[src/hw/rtl/hmsf_pkg.sv]
package hmsf_pkg;

  // Field widths
  localparam int COL_W  = 6;
  localparam int ROW_W  = 12;
  localparam int HGT_W  = 16;
  localparam int DIV_W  = 10;
  localparam int SUM_W  = 22;
  localparam int WGT_W  = 4;
  localparam int TAP_W  = 4;

  // Configuration port
  localparam int ADDR_W = 4;
  localparam int DATA_W = 32;

  localparam int MAX_COLS_DEF = 62;

  // Register reset values
  localparam logic [COL_W-1:0] GRID_COLS_RST    = 6'd41;
  localparam logic [ROW_W-1:0] GRID_ROWS_RST    = 12'd41;
  localparam logic [HGT_W-1:0] BORDER_LEVEL_RST = 16'd2176;
  localparam logic [DIV_W-1:0] DIVISOR_RST      = 10'd23;

  // Kernel weights
  localparam logic [WGT_W-1:0] W_CENTRE = 4'd12;
  localparam logic [WGT_W-1:0] W_EDGE   = 4'd6;
  localparam logic [WGT_W-1:0] W_CORNER = 4'd5;

  // Last tap of the 3x3 window, taps scanned top-left to bottom-right
  localparam logic [TAP_W-1:0] LAST_TAP = 4'd8;
  localparam logic [TAP_W-1:0] TAP_END  = 4'd9;

  typedef enum logic [1:0] {
    REG_GRID_COLS,
    REG_GRID_ROWS,
    REG_BORDER_LEVEL,
    REG_DIVISOR
  } reg_idx_t;

  typedef enum logic [1:0] {
    OFF_NEG,
    OFF_ZERO,
    OFF_POS
  } off_t;

  // Effective configuration, special values already folded in
  typedef struct packed {
    logic [COL_W-1:0] cols;
    logic [ROW_W-1:0] rows;
    logic [HGT_W-1:0] border;
    logic [DIV_W-1:0] divisor;
  } cfg_t;

  function automatic off_t tap_row_off(input logic [TAP_W-1:0] t);
    off_t o;
    case (t)
      4'd0, 4'd1, 4'd2: o = OFF_NEG;
      4'd3, 4'd4, 4'd5: o = OFF_ZERO;
      default:          o = OFF_POS;
    endcase
    return o;
  endfunction

  function automatic off_t tap_col_off(input logic [TAP_W-1:0] t);
    off_t o;
    case (t)
      4'd0, 4'd3, 4'd6: o = OFF_NEG;
      4'd1, 4'd4, 4'd7: o = OFF_ZERO;
      default:          o = OFF_POS;
    endcase
    return o;
  endfunction

  function automatic logic [WGT_W-1:0] tap_weight(input logic [TAP_W-1:0] t);
    logic [WGT_W-1:0] w;
    case (t)
      4'd4:                   w = W_CENTRE;
      4'd1, 4'd3, 4'd5, 4'd7: w = W_EDGE;
      default:                w = W_CORNER;
    endcase
    return w;
  endfunction

  // Row number mod 3: fold base-4 digits, since 4 = 1 mod 3
  function automatic logic [1:0] mod3(input logic [ROW_W-1:0] v);
    logic [4:0] s1;
    logic [2:0] s2;
    logic [2:0] s3;
    s1 = '0;
    for (int i = 0; i < ROW_W / 2; i++) begin
      s1 = s1 + 5'(v[2*i +: 2]);
    end
    s2 = 3'(s1[1:0]) + 3'(s1[3:2]) + 3'(s1[4]);
    s3 = 3'(s2[1:0]) + 3'(s2[2]);
    return (s3 >= 3'd3) ? 2'(s3 - 3'd3) : s3[1:0];
  endfunction

endpackage

[src/hw/rtl/hmsf_ifs.sv]
interface hmsf_in_if;
  logic                       valid;
  logic                       ready;
  logic [hmsf_pkg::HGT_W-1:0] height_sample;

  modport source (output valid, output height_sample, input ready);
  modport sink (input valid, input height_sample, output ready);
endinterface

interface hmsf_out_if;
  logic                       valid;
  logic                       ready;
  logic [hmsf_pkg::SUM_W-1:0] smoothed_height;
  logic [hmsf_pkg::ROW_W-1:0] out_row;
  logic [hmsf_pkg::COL_W-1:0] out_col;
  logic                       grid_done;

  modport source (output valid, output smoothed_height, output out_row, output out_col,
                  output grid_done, input ready);
  modport sink (input valid, input smoothed_height, input out_row, input out_col,
                input grid_done, output ready);
endinterface

[src/hw/rtl/hmsf_cfg.sv]
module hmsf_cfg #(
  parameter int MAX_COLS = hmsf_pkg::MAX_COLS_DEF
) (
  input  logic                        clk,
  input  logic                        rst_n,
  input  logic                        psel,
  input  logic                        penable,
  input  logic                        pwrite,
  input  logic [hmsf_pkg::ADDR_W-1:0] paddr,
  input  logic [hmsf_pkg::DATA_W-1:0] pwdata,
  output logic [hmsf_pkg::DATA_W-1:0] prdata,
  output logic                        pready,
  output hmsf_pkg::cfg_t              cfg_eff
);

  localparam logic [hmsf_pkg::COL_W-1:0] MAX_COLS_C = hmsf_pkg::COL_W'(MAX_COLS);

  logic [hmsf_pkg::COL_W-1:0] grid_cols_r;
  logic [hmsf_pkg::ROW_W-1:0] grid_rows_r;
  logic [hmsf_pkg::HGT_W-1:0] border_level_r;
  logic [hmsf_pkg::DIV_W-1:0] divisor_r;
  hmsf_pkg::reg_idx_t         idx;
  logic                       wr_en;

  assign pready = 1'b1;
  assign idx    = hmsf_pkg::reg_idx_t'(paddr[3:2]);
  assign wr_en  = psel && penable && pwrite && pready;

  // Hold the register file
  always_ff @(posedge clk) begin
    if (!rst_n) begin
      grid_cols_r    <= hmsf_pkg::GRID_COLS_RST;
      grid_rows_r    <= hmsf_pkg::GRID_ROWS_RST;
      border_level_r <= hmsf_pkg::BORDER_LEVEL_RST;
      divisor_r      <= hmsf_pkg::DIVISOR_RST;
    end else if (wr_en) begin
      unique case (idx)
        hmsf_pkg::REG_GRID_COLS:    grid_cols_r    <= pwdata[hmsf_pkg::COL_W-1:0];
        hmsf_pkg::REG_GRID_ROWS:    grid_rows_r    <= pwdata[hmsf_pkg::ROW_W-1:0];
        hmsf_pkg::REG_BORDER_LEVEL: border_level_r <= pwdata[hmsf_pkg::HGT_W-1:0];
        hmsf_pkg::REG_DIVISOR:      divisor_r      <= pwdata[hmsf_pkg::DIV_W-1:0];
        default: ;
      endcase
    end
  end

  // Read back the raw register value
  always_comb begin
    unique case (idx)
      hmsf_pkg::REG_GRID_COLS:    prdata = hmsf_pkg::DATA_W'(grid_cols_r);
      hmsf_pkg::REG_GRID_ROWS:    prdata = hmsf_pkg::DATA_W'(grid_rows_r);
      hmsf_pkg::REG_BORDER_LEVEL: prdata = hmsf_pkg::DATA_W'(border_level_r);
      hmsf_pkg::REG_DIVISOR:      prdata = hmsf_pkg::DATA_W'(divisor_r);
      default:                    prdata = '0;
    endcase
  end

  // Fold zero settings and an oversize column count into usable values
  always_comb begin
    if (grid_cols_r == '0) begin
      cfg_eff.cols = hmsf_pkg::COL_W'(1);
    end else if (grid_cols_r > MAX_COLS_C) begin
      cfg_eff.cols = MAX_COLS_C;
    end else begin
      cfg_eff.cols = grid_cols_r;
    end
    cfg_eff.rows    = (grid_rows_r == '0) ? hmsf_pkg::ROW_W'(1) : grid_rows_r;
    cfg_eff.border  = border_level_r;
    cfg_eff.divisor = (divisor_r == '0) ? hmsf_pkg::DIV_W'(1) : divisor_r;
  end

endmodule

[src/hw/rtl/hmsf_div.sv]
module hmsf_div (
  input  logic                       clk,
  input  logic                       rst_n,
  input  logic                       start,
  input  logic [hmsf_pkg::SUM_W-1:0] dividend,
  input  logic [hmsf_pkg::DIV_W-1:0] divisor,
  output logic                       done,
  output logic [hmsf_pkg::SUM_W-1:0] quotient
);

  localparam int CNT_W = $clog2(hmsf_pkg::SUM_W + 1);

  logic [hmsf_pkg::DIV_W-1:0] rem_r;
  logic [hmsf_pkg::SUM_W-1:0] quo_r;
  logic [hmsf_pkg::DIV_W-1:0] dsr_r;
  logic [CNT_W-1:0]           cnt_r;
  logic                       busy_r;
  logic                       done_r;
  logic [hmsf_pkg::DIV_W:0]   shifted;
  logic                       fits;
  logic [hmsf_pkg::DIV_W:0]   diff;

  // One restoring step: shift in the next dividend bit, subtract if it fits
  assign shifted = {rem_r, quo_r[hmsf_pkg::SUM_W-1]};
  assign fits    = shifted >= {1'b0, dsr_r};
  assign diff    = shifted - {1'b0, dsr_r};

  always_ff @(posedge clk) begin
    if (start) begin
      quo_r <= dividend;
      rem_r <= '0;
      dsr_r <= divisor;
    end else if (busy_r) begin
      quo_r <= {quo_r[hmsf_pkg::SUM_W-2:0], fits};
      rem_r <= fits ? diff[hmsf_pkg::DIV_W-1:0] : shifted[hmsf_pkg::DIV_W-1:0];
    end
    if (!rst_n) begin
      busy_r <= 1'b0;
      done_r <= 1'b0;
      cnt_r  <= '0;
    end else begin
      done_r <= 1'b0;
      if (start) begin
        busy_r <= 1'b1;
        cnt_r  <= CNT_W'(hmsf_pkg::SUM_W);
      end else if (busy_r) begin
        cnt_r <= cnt_r - CNT_W'(1);
        if (cnt_r == CNT_W'(1)) begin
          busy_r <= 1'b0;
          done_r <= 1'b1;
        end
      end
    end
  end

  assign done     = done_r;
  assign quotient = quo_r;

  a_start_busy: assert property (@(posedge clk) disable iff (!rst_n)
    start |=> busy_r) else $error("divider did not start");
  a_done_idle: assert property (@(posedge clk) disable iff (!rst_n)
    done_r |-> !busy_r) else $error("divider done while still busy");
  a_rem_range: assert property (@(posedge clk) disable iff (!rst_n)
    (busy_r && !$past(start)) |-> rem_r < dsr_r) else $error("partial remainder out of range");

endmodule

[src/hw/rtl/hmsf_core.sv]
module hmsf_core #(
  parameter int MAX_COLS = hmsf_pkg::MAX_COLS_DEF
) (
  input  logic           clk,
  input  logic           rst_n,
  input  hmsf_pkg::cfg_t cfg_eff,
  hmsf_in_if.sink        in_chan,
  hmsf_out_if.source     out_chan
);

  localparam int DEPTH = 3 * MAX_COLS;
  localparam int AW    = (DEPTH > 1) ? $clog2(DEPTH) : 1;
  localparam int PW    = hmsf_pkg::HGT_W + hmsf_pkg::WGT_W;
  localparam logic [AW-1:0] ROW_STRIDE = AW'(MAX_COLS);

  typedef enum logic [2:0] {
    S_IDLE,
    S_PICK,
    S_GATHER,
    S_DIV,
    S_OUT
  } state_t;

  typedef enum logic [1:0] {
    JOB_UPPER_LEFT,
    JOB_UPPER_LAST,
    JOB_FLUSH
  } job_t;

  // Row store: three rows, row k of the grid in slot k mod 3
  logic [hmsf_pkg::HGT_W-1:0] mem [DEPTH];

  state_t                     state_r, state_nxt;
  job_t                       job_r, job_nxt;
  logic [hmsf_pkg::ROW_W-1:0] row_pos_r, row_pos_nxt;
  logic [hmsf_pkg::COL_W-1:0] col_pos_r, col_pos_nxt;
  logic [hmsf_pkg::ROW_W-1:0] r_r, r_nxt;
  logic [hmsf_pkg::COL_W-1:0] c_r, c_nxt;
  logic [1:0]                 slot_r, slot_nxt;
  logic                       last_r, last_nxt;
  logic [hmsf_pkg::COL_W-1:0] k_r, k_nxt;
  logic [hmsf_pkg::ROW_W-1:0] er_r, er_nxt;
  logic [hmsf_pkg::COL_W-1:0] ec_r, ec_nxt;
  logic [1:0]                 eslot_r, eslot_nxt;
  logic                       edone_r, edone_nxt;
  logic [hmsf_pkg::TAP_W-1:0] tap_r, tap_nxt;
  logic [hmsf_pkg::SUM_W-1:0] acc_r, acc_nxt;
  logic                       prev_inb_r, prev_inb_nxt;
  logic [hmsf_pkg::WGT_W-1:0] prev_w_r, prev_w_nxt;
  logic [hmsf_pkg::HGT_W-1:0] rd_data_r;
  logic                       out_valid_r, out_valid_nxt;
  logic [hmsf_pkg::SUM_W-1:0] out_height_r, out_height_nxt;
  logic [hmsf_pkg::ROW_W-1:0] out_row_r, out_row_nxt;
  logic [hmsf_pkg::COL_W-1:0] out_col_r, out_col_nxt;
  logic                       out_done_r, out_done_nxt;

  logic [hmsf_pkg::ROW_W-1:0] rows_m1;
  logic [hmsf_pkg::COL_W-1:0] cols_m1;
  logic [hmsf_pkg::ROW_W-1:0] r_in;
  logic [hmsf_pkg::COL_W-1:0] c_in;
  logic                       in_acc;
  logic [AW-1:0]              wr_addr;
  logic [1:0]                 slot_up;
  hmsf_pkg::off_t             roff, coff;
  logic                       row_ok, col_ok;
  logic [1:0]                 tslot;
  logic [hmsf_pkg::COL_W-1:0] tcol;
  logic [AW-1:0]              rd_addr;
  logic [hmsf_pkg::HGT_W-1:0] tap_val;
  logic [PW-1:0]              term;
  logic                       div_start;
  logic                       div_done;
  logic [hmsf_pkg::SUM_W-1:0] div_quo;

  assign rows_m1 = cfg_eff.rows - hmsf_pkg::ROW_W'(1);
  assign cols_m1 = cfg_eff.cols - hmsf_pkg::COL_W'(1);

  // Clamp the position into a grid that may have shrunk
  assign r_in    = (row_pos_r > rows_m1) ? rows_m1 : row_pos_r;
  assign c_in    = (col_pos_r > cols_m1) ? cols_m1 : col_pos_r;
  assign in_acc  = in_chan.valid && in_chan.ready;
  assign wr_addr = AW'(hmsf_pkg::mod3(r_in)) * ROW_STRIDE + AW'(c_in);

  // Slot of the row above the current one
  assign slot_up = (slot_r == 2'd0) ? 2'd2 : slot_r - 2'd1;

  // Tap address and bounds for the window position in tap_r
  always_comb begin
    roff = hmsf_pkg::tap_row_off(tap_r);
    coff = hmsf_pkg::tap_col_off(tap_r);
    case (roff)
      hmsf_pkg::OFF_NEG: begin
        row_ok = er_r != '0;
        tslot  = (eslot_r == 2'd0) ? 2'd2 : eslot_r - 2'd1;
      end
      hmsf_pkg::OFF_POS: begin
        row_ok = er_r != rows_m1;
        tslot  = (eslot_r == 2'd2) ? 2'd0 : eslot_r + 2'd1;
      end
      default: begin
        row_ok = 1'b1;
        tslot  = eslot_r;
      end
    endcase
    case (coff)
      hmsf_pkg::OFF_NEG: begin
        col_ok = ec_r != '0;
        tcol   = ec_r - hmsf_pkg::COL_W'(1);
      end
      hmsf_pkg::OFF_POS: begin
        col_ok = ec_r != cols_m1;
        tcol   = ec_r + hmsf_pkg::COL_W'(1);
      end
      default: begin
        col_ok = 1'b1;
        tcol   = ec_r;
      end
    endcase
    rd_addr = AW'(tslot) * ROW_STRIDE + AW'(tcol);
  end

  // Weight the previous tap: one read of the store per cycle
  assign tap_val = prev_inb_r ? rd_data_r : cfg_eff.border;
  assign term    = PW'(tap_val) * PW'(prev_w_r);

  // Write on accept, read one tap per cycle
  always_ff @(posedge clk) begin
    if (in_acc) begin
      mem[wr_addr] <= in_chan.height_sample;
    end
    rd_data_r <= mem[rd_addr];
  end

  // Sequencer: pick each result cell, gather its window, divide, deliver
  always_comb begin
    state_nxt      = state_r;
    job_nxt        = job_r;
    row_pos_nxt    = row_pos_r;
    col_pos_nxt    = col_pos_r;
    r_nxt          = r_r;
    c_nxt          = c_r;
    slot_nxt       = slot_r;
    last_nxt       = last_r;
    k_nxt          = k_r;
    er_nxt         = er_r;
    ec_nxt         = ec_r;
    eslot_nxt      = eslot_r;
    edone_nxt      = edone_r;
    tap_nxt        = tap_r;
    acc_nxt        = acc_r;
    prev_inb_nxt   = prev_inb_r;
    prev_w_nxt     = prev_w_r;
    out_valid_nxt  = out_valid_r;
    out_height_nxt = out_height_r;
    out_row_nxt    = out_row_r;
    out_col_nxt    = out_col_r;
    out_done_nxt   = out_done_r;
    div_start      = 1'b0;

    unique case (state_r)
      S_IDLE: begin
        if (in_acc) begin
          r_nxt     = r_in;
          c_nxt     = c_in;
          slot_nxt  = hmsf_pkg::mod3(r_in);
          last_nxt  = (r_in == rows_m1) && (c_in == cols_m1);
          job_nxt   = JOB_UPPER_LEFT;
          state_nxt = S_PICK;
        end
      end
      S_PICK: begin
        tap_nxt = '0;
        acc_nxt = '0;
        unique case (job_r)
          JOB_UPPER_LEFT: begin
            job_nxt = JOB_UPPER_LAST;
            if (r_r != '0 && c_r != '0) begin
              er_nxt    = r_r - hmsf_pkg::ROW_W'(1);
              ec_nxt    = c_r - hmsf_pkg::COL_W'(1);
              eslot_nxt = slot_up;
              edone_nxt = 1'b0;
              state_nxt = S_GATHER;
            end
          end
          JOB_UPPER_LAST: begin
            job_nxt = JOB_FLUSH;
            k_nxt   = '0;
            if (r_r != '0 && c_r == cols_m1) begin
              er_nxt    = r_r - hmsf_pkg::ROW_W'(1);
              ec_nxt    = c_r;
              eslot_nxt = slot_up;
              edone_nxt = 1'b0;
              state_nxt = S_GATHER;
            end
          end
          default: begin
            if (last_r && k_r < cfg_eff.cols) begin
              er_nxt    = r_r;
              ec_nxt    = k_r;
              eslot_nxt = slot_r;
              edone_nxt = k_r == cols_m1;
              k_nxt     = k_r + hmsf_pkg::COL_W'(1);
              state_nxt = S_GATHER;
            end else begin
              // Advance the raster position, wrap after the last cell
              if (c_r == cols_m1) begin
                col_pos_nxt = '0;
                row_pos_nxt = (r_r == rows_m1) ? '0 : r_r + hmsf_pkg::ROW_W'(1);
              end else begin
                col_pos_nxt = c_r + hmsf_pkg::COL_W'(1);
                row_pos_nxt = r_r;
              end
              state_nxt = S_IDLE;
            end
          end
        endcase
      end
      S_GATHER: begin
        if (tap_r != '0) begin
          acc_nxt = acc_r + hmsf_pkg::SUM_W'(term);
        end
        prev_inb_nxt = row_ok && col_ok;
        prev_w_nxt   = hmsf_pkg::tap_weight(tap_r);
        if (tap_r == hmsf_pkg::TAP_END) begin
          div_start = 1'b1;
          state_nxt = S_DIV;
        end else begin
          tap_nxt = tap_r + hmsf_pkg::TAP_W'(1);
        end
      end
      S_DIV: begin
        if (div_done) begin
          out_height_nxt = div_quo;
          out_row_nxt    = er_r;
          out_col_nxt    = ec_r;
          out_done_nxt   = edone_r;
          out_valid_nxt  = 1'b1;
          state_nxt      = S_OUT;
        end
      end
      S_OUT: begin
        if (out_chan.ready) begin
          out_valid_nxt = 1'b0;
          state_nxt     = S_PICK;
        end
      end
      default: state_nxt = S_IDLE;
    endcase
  end

  always_ff @(posedge clk) begin
    r_r          <= r_nxt;
    c_r          <= c_nxt;
    slot_r       <= slot_nxt;
    last_r       <= last_nxt;
    k_r          <= k_nxt;
    er_r         <= er_nxt;
    ec_r         <= ec_nxt;
    eslot_r      <= eslot_nxt;
    edone_r      <= edone_nxt;
    tap_r        <= tap_nxt;
    acc_r        <= acc_nxt;
    prev_inb_r   <= prev_inb_nxt;
    prev_w_r     <= prev_w_nxt;
    out_height_r <= out_height_nxt;
    out_row_r    <= out_row_nxt;
    out_col_r    <= out_col_nxt;
    out_done_r   <= out_done_nxt;
    if (!rst_n) begin
      state_r     <= S_IDLE;
      job_r       <= JOB_UPPER_LEFT;
      row_pos_r   <= '0;
      col_pos_r   <= '0;
      out_valid_r <= 1'b0;
    end else begin
      state_r     <= state_nxt;
      job_r       <= job_nxt;
      row_pos_r   <= row_pos_nxt;
      col_pos_r   <= col_pos_nxt;
      out_valid_r <= out_valid_nxt;
    end
  end

  hmsf_div u_div (
    .clk      (clk),
    .rst_n    (rst_n),
    .start    (div_start),
    .dividend (acc_nxt),
    .divisor  (cfg_eff.divisor),
    .done     (div_done),
    .quotient (div_quo)
  );

  assign in_chan.ready            = state_r == S_IDLE;
  assign out_chan.valid           = out_valid_r;
  assign out_chan.smoothed_height = out_height_r;
  assign out_chan.out_row         = out_row_r;
  assign out_chan.out_col         = out_col_r;
  assign out_chan.grid_done       = out_done_r;

  a_busy_after_accept: assert property (@(posedge clk) disable iff (!rst_n)
    in_acc |=> !in_chan.ready) else $error("request taken while busy");
  a_result_state: assert property (@(posedge clk) disable iff (!rst_n)
    out_valid_r |-> state_r == S_OUT) else $error("result shown outside delivery");
  a_tap_range: assert property (@(posedge clk) disable iff (!rst_n)
    state_r == S_GATHER |-> tap_r <= hmsf_pkg::TAP_END) else $error("tap counter overran");
  a_div_ends: assert property (@(posedge clk) disable iff (!rst_n)
    div_done |-> state_r == S_DIV) else $error("quotient arrived outside divide");

endmodule

[src/hw/rtl/heightmap_smoothing_filter.sv]
// Channel   Dir  Handshake       Payload
// in_chan   in   valid/ready     height_sample[15:0]
// out_chan  out  valid/ready     smoothed_height[21:0], out_row[11:0], out_col[5:0], grid_done
// cfg       in   APB, pready=1   grid_cols, grid_rows, border_level, divisor at 0x0..0xC
//
// For each result of the row above and each flushed result, the sequencer picks the cell,
// reads the 3x3 window through the single row store read port, runs the 22-step restoring
// divider and hands the result over once the output is ready. The flushing last sample of a
// grid causes up to grid_cols + 2 results, and a sample may cause none. in_chan is ready
// only between requests. A stalled result holds the sequencer. Reset (rst_n, synchronous)
// clears the position and restores the register defaults; the row store is not cleared.
module heightmap_smoothing_filter #(
  parameter int MAX_COLS = hmsf_pkg::MAX_COLS_DEF
) (
  input  logic                        clk,
  input  logic                        rst_n,
  hmsf_in_if.sink                     in_chan,
  hmsf_out_if.source                  out_chan,
  input  logic                        psel,
  input  logic                        penable,
  input  logic                        pwrite,
  input  logic [hmsf_pkg::ADDR_W-1:0] paddr,
  input  logic [hmsf_pkg::DATA_W-1:0] pwdata,
  output logic [hmsf_pkg::DATA_W-1:0] prdata,
  output logic                        pready
);

  hmsf_pkg::cfg_t cfg_eff;

  hmsf_cfg #(
    .MAX_COLS (MAX_COLS)
  ) u_cfg (
    .clk     (clk),
    .rst_n   (rst_n),
    .psel    (psel),
    .penable (penable),
    .pwrite  (pwrite),
    .paddr   (paddr),
    .pwdata  (pwdata),
    .prdata  (prdata),
    .pready  (pready),
    .cfg_eff (cfg_eff)
  );

  hmsf_core #(
    .MAX_COLS (MAX_COLS)
  ) u_core (
    .clk      (clk),
    .rst_n    (rst_n),
    .cfg_eff  (cfg_eff),
    .in_chan  (in_chan),
    .out_chan (out_chan)
  );

endmodule
[src/flat_wrapper.sv]
// flat-port wrapper written by rule: the top's interface ports become plain ports
module heightmap_smoothing_filter_flat 
#(
  parameter int MAX_COLS = hmsf_pkg::MAX_COLS_DEF
)
  (clk, rst_n, psel, penable, pwrite, paddr, pwdata, prdata, pready, in_chan_valid, in_chan_height_sample, in_chan_ready, out_chan_valid, out_chan_smoothed_height, out_chan_out_row, out_chan_out_col, out_chan_grid_done, out_chan_ready);
  hmsf_in_if in_chan_i ();
  hmsf_out_if out_chan_i ();
  input  logic clk;
  input  logic rst_n;
  input  logic psel;
  input  logic penable;
  input  logic pwrite;
  input  logic [hmsf_pkg::ADDR_W-1:0] paddr;
  input  logic [hmsf_pkg::DATA_W-1:0] pwdata;
  output logic [hmsf_pkg::DATA_W-1:0] prdata;
  output logic pready;
  input wire logic [$bits(in_chan_i.valid)-1:0] in_chan_valid;
  input wire logic [$bits(in_chan_i.height_sample)-1:0] in_chan_height_sample;
  output wire logic [$bits(in_chan_i.ready)-1:0] in_chan_ready;
  output wire logic [$bits(out_chan_i.valid)-1:0] out_chan_valid;
  output wire logic [$bits(out_chan_i.smoothed_height)-1:0] out_chan_smoothed_height;
  output wire logic [$bits(out_chan_i.out_row)-1:0] out_chan_out_row;
  output wire logic [$bits(out_chan_i.out_col)-1:0] out_chan_out_col;
  output wire logic [$bits(out_chan_i.grid_done)-1:0] out_chan_grid_done;
  input wire logic [$bits(out_chan_i.ready)-1:0] out_chan_ready;
  assign in_chan_i.valid = in_chan_valid;
  assign in_chan_i.height_sample = in_chan_height_sample;
  assign in_chan_ready = in_chan_i.ready;
  assign out_chan_valid = out_chan_i.valid;
  assign out_chan_smoothed_height = out_chan_i.smoothed_height;
  assign out_chan_out_row = out_chan_i.out_row;
  assign out_chan_out_col = out_chan_i.out_col;
  assign out_chan_grid_done = out_chan_i.grid_done;
  assign out_chan_i.ready = out_chan_ready;
  heightmap_smoothing_filter #(.MAX_COLS(MAX_COLS)) u_core (.clk(clk), .rst_n(rst_n), .in_chan(in_chan_i), .out_chan(out_chan_i), .psel(psel), .penable(penable), .pwrite(pwrite), .paddr(paddr), .pwdata(pwdata), .prdata(prdata), .pready(pready));
endmodule
[config.mk]
export PLATFORM = sky130hd
export DESIGN_NAME = heightmap_smoothing_filter_flat
export DESIGN_NICKNAME = d
export VERILOG_FILES = /design/src/hw/rtl/hmsf_pkg.sv /design/src/hw/rtl/hmsf_ifs.sv /design/src/hw/rtl/hmsf_cfg.sv /design/src/hw/rtl/hmsf_div.sv /design/src/hw/rtl/hmsf_core.sv /design/src/hw/rtl/heightmap_smoothing_filter.sv /design/src/flat_wrapper.sv
export SDC_FILE = /design/constraint.sdc
export NUM_CORES = 2
export LEC_CHECK = 0
export ABC_AREA = 1
export BUFFER_PORTS_ARGS = -buffer_cell sky130_fd_sc_hd__buf_4
export CAP_MARGIN = 20
export CORE_MARGIN = 2
export CORE_UTILIZATION = 35
export CTS_CLUSTER_SIZE = 25
export DETAILED_ROUTE_END_ITERATION = 8
export GPL_ROUTABILITY_DRIVEN = 1
export PLACE_DENSITY = 0.53
export SLEW_MARGIN = 20
export SYNTH_ARGS = -nofsm -noshare
export SYNTH_HDL_FRONTEND = slang
export SYNTH_HIERARCHICAL = 1
export SYNTH_SLANG_ARGS = --single-unit
[constraint.sdc]
create_clock -name clk -period 18.5 [get_ports clk]
set_input_delay 3.7 -clock clk [delete_from_list [all_inputs] [get_ports clk]]
set_output_delay 3.7 -clock clk [all_outputs]
set_load 0.03 [all_outputs]
==> metrics <==
run status=complete, no violations; global-route wire length before repair=581,000 um; Finish-stage setup viols=0; post-route fraction of the period consumed by the critical path=0.670; fraction of synthesis flops using an asynchronous set or reset pin=0; critical path data arrival time=13.02 ns; count of endpoints failing hold in the final timing report=0; critical path startpoint category=flip-flop; number of buffers between clock root and the deepest sink=4; postcts setup bufs=0; peak clock frequency supported by timing=0.0806 GHz; pin slew with the least headroom to its limit=1.06 ns; flip-flop and latch count after synthesis=3,228; max-cap violation count=0; most instantiated library cell after synthesis=sky130_fd_sc_hd__edfxtp_1; Area contributors post-synth=sky130_fd_sc_hd__edfxtp_1, sky130_fd_sc_hd__nand2_1, sky130_fd_sc_hd__nand3_1; first-pass iteration count of the detailed router=6; number of buffers created by CTS=345; PostCTS Resize Cnt=0; crit-path max cell delay=0.88 ns; area taken by multi-input logic gates=35,400 um2; maximum number of pins on one net before global-route repair=193; area of the die=399,000 um2; global-route usage over all layers=0.195; Final nets=12,100; number of global-route vias before repair=83,900; area added between synthesis and finish=12.2%; Seq/Total Area, Yosys=0.693; x dimension of the die=632 um; Max Slew Vio Count=0; Final Instance Count excl. Fillers=17,400; total wirelength of the detailed-routed design=401,000 um; detailed placer's ending HPWL=231,000 um; IO buf count=99; Crit path required time=19.12 ns; critical path start-end classification=flip-flop to flip-flop; cell family with the largest share of critical-path delay=adder cells; wire per inst=23.1 um; clock latency of the later-clocked register in the worst-skew pair=0.96 ns; share of post-route cells with drive strength above 1=0.0788; via density per instance=5.18; pre-CTS worst setup slack=6.11 ns; number of sinks on the clock net=3,228; number of placed instances with taps included=16,700; Gate Count Post-Synth=11,900; initial core utilization=0.352; Total Neg Setup Slack=0 ns; average cell area after synthesis=11.6 um2; floorplan row count=230; number of enable flip-flop cells after synthesis=3,105; summed instance area of the synthesized netlist=138,000 um2; biggest area consumer among synthesized cells=sky130_fd_sc_hd__edfxtp_1; worst path setup slack after routing=6.10 ns; DR iter-0 viols=9,778; die height=632 um; Min-Delay Path Class=flip-flop to flip-flop; filler instances=37,600; footprint of the flip-flops and latches=95,700 um2; Crit. End Element=flip-flop; worst-path cell with the longest stage delay=sky130_fd_sc_hd__nor2_1; minimum clock period after layout=12.40 ns; setup repair after global routing missed its margin=false; worst relative slew slack=0.293; TritonCTS clock tree=built; initial antenna violation count=21; dominant register cell in the synthesized netlist=sky130_fd_sc_hd__edfxtp_1; buffers plus inverters on the worst setup path=11; number of ports placed on the die boundary=135; distinct cell type count of the synthesized netlist=63; post-cts hold buffer count=0; DRC violations left=0; Synth top area share=0.675; placeable core region=393,000 um2; Clock transition at path regs=0.06 ns; number of H-tree levels=5; critical-path maximum fanout=31; gpl congestion=0.876; post-route ant nets=0; most used standard cells in the synthesized netlist=sky130_fd_sc_hd__edfxtp_1, sky130_fd_sc_hd__nand2_1, sky130_fd_sc_hd__nand3_1, sky130_fd_sc_hd__nor2_1, sky130_fd_sc_hd__inv_1; Synth warnings=6; global-route congestion overflow total=0; post-route clock skew=0.0606 ns; routed via count=90,000; clock tree root driver cell=sky130_fd_sc_hd__clkbuf_16
==> final cells by class <==
| type | count | share of cell area |
|---|---|---|
| tap | 5220 | 0.0422 |
| clock inverter | 180 | 0.00862 |
| antenna | 10 | 0.000162 |
| inverter | 868 | 0.0212 |
| clock buffer | 442 | 0.0598 |
| timing repair buffer | 414 | 0.0220 |
| multi-input combinational | 7005 | 0.228 |
| sequential | 3228 | 0.618 |
==> cells in the final DEF, fill, tap and decap left out, drive strengths merged, types with 2 or more instances in the layout <==
| cell | Yosys | layout |
|---|---|---|
| or2 | 6 | 6 |
| a211oi | 8 | 8 |
| o221ai | 9 | 9 |
| xor2 | 49 | 49 |
| xnor2 | 13 | 13 |
| and2 | 4 | 4 |
| fa | 58 | 58 |
| a31oi | 7 | 7 |
| nor3 | 36 | 36 |
| o31ai | 2 | 2 |
| o21bai | 90 | 90 |
| dfxtp | 123 | 123 |
| nor4 | 9 | 9 |
| clkbuf | 369 | 458 |
| nand3b | 15 | 15 |
| a221oi | 2 | 2 |
| buf | 402 | 398 |
| nand2 | 2471 | 2471 |
| o22ai | 124 | 124 |
| nand4 | 23 | 23 |
| edfxtp | 3105 | 3105 |
| nand3 | 1226 | 1226 |
| nor2 | 987 | 987 |
| conb | 2 | 17 |
| inv | 864 | 872 |
| a21oi | 103 | 103 |
| ha | 103 | 103 |
| o2111ai | 5 | 5 |
| diode | 0 | 10 |
| o211ai | 755 | 755 |
| bufinv | 0 | 16 |
| clkinv | 4 | 159 |
| o21ai | 872 | 872 |
==> sequential cells by signal (all words and copies together), names as in the netlist, 10 cells and up <==
signal	count
u_core/u_core/u_div/rem_r	10
u_core/u_core/row_pos_r	12
u_core/u_core/out_chan.smoothed_height	22
u_core/u_core/rd_data_r	16
u_core/u_core/r_r	12
u_core/u_cfg/border_level_r	16
u_core/u_core/er_r	12
u_core/u_core/u_div/dsr_r	10
u_core/u_core/mem	2976
u_core/u_core/out_chan.out_row	12
u_core/u_cfg/grid_rows_r	12
u_core/u_core/acc_r	22
u_core/u_cfg/divisor_r	10
u_core/u_core/u_div/quotient	22
==> worst paths after layout <==
check	startpoint	endpoint	slack, ns	cells after the start
max	u_core/u_cfg/grid_rows_r[7]	u_core/u_core/mem[27][5]	6.10	49
min	u_core/u_core/u_div/quotient[18]	u_core/u_core/out_chan.smoothed_height[18]	0.46	0
max reg2reg	u_core/u_cfg/grid_rows_r[7]	u_core/u_core/mem[27][5]	6.10	49
min reg2reg	u_core/u_core/u_div/quotient[18]	u_core/u_core/out_chan.smoothed_height[18]	0.46	0
==> through the flow <==
stage,utilization,hold WS (ns),area (um2)
2_1_floorplan,-,0.400,138000
3_5_place_dp,0.368,0.444,144000
5_1_grt,0.395,0.484,155000
6_report,0.395,0.458,155000
3_3_place_gp,0.368,0.438,144000
4_1_cts,0.395,0.465,155000
==> cells by family (layout without fill, tap and decap cells) <==
| logic type | count (synthesis) | count (layout) | synth area share |
|---|---|---|---|
| AO/OA/AOI/OAI | 1987 | 1987 | 0.0896 |
| XOR/XNOR | 62 | 62 | 0.00399 |
| adder cells (fa/ha/maj) | 161 | 161 | 0.0177 |
| buffers and inverters | 1639 | 1904 | 0.0519 |
| flip-flops | 3228 | 3228 | 0.693 |
| other | 2 | 27 | 0.0000544 |
| AND/OR/NAND/NOR | 4778 | 4778 | 0.143 |
==> routing by layer <==
layer,wire length (um),track usage
met1,177000,0.277
met2,183000,0.306
met3,28200,0.0301
met4,12500,0.0602
met5,25,0
Power is left out: the tool's default activity adds up to more than one toggle a clock period on the data nets, which glitch-free logic cannot reach.
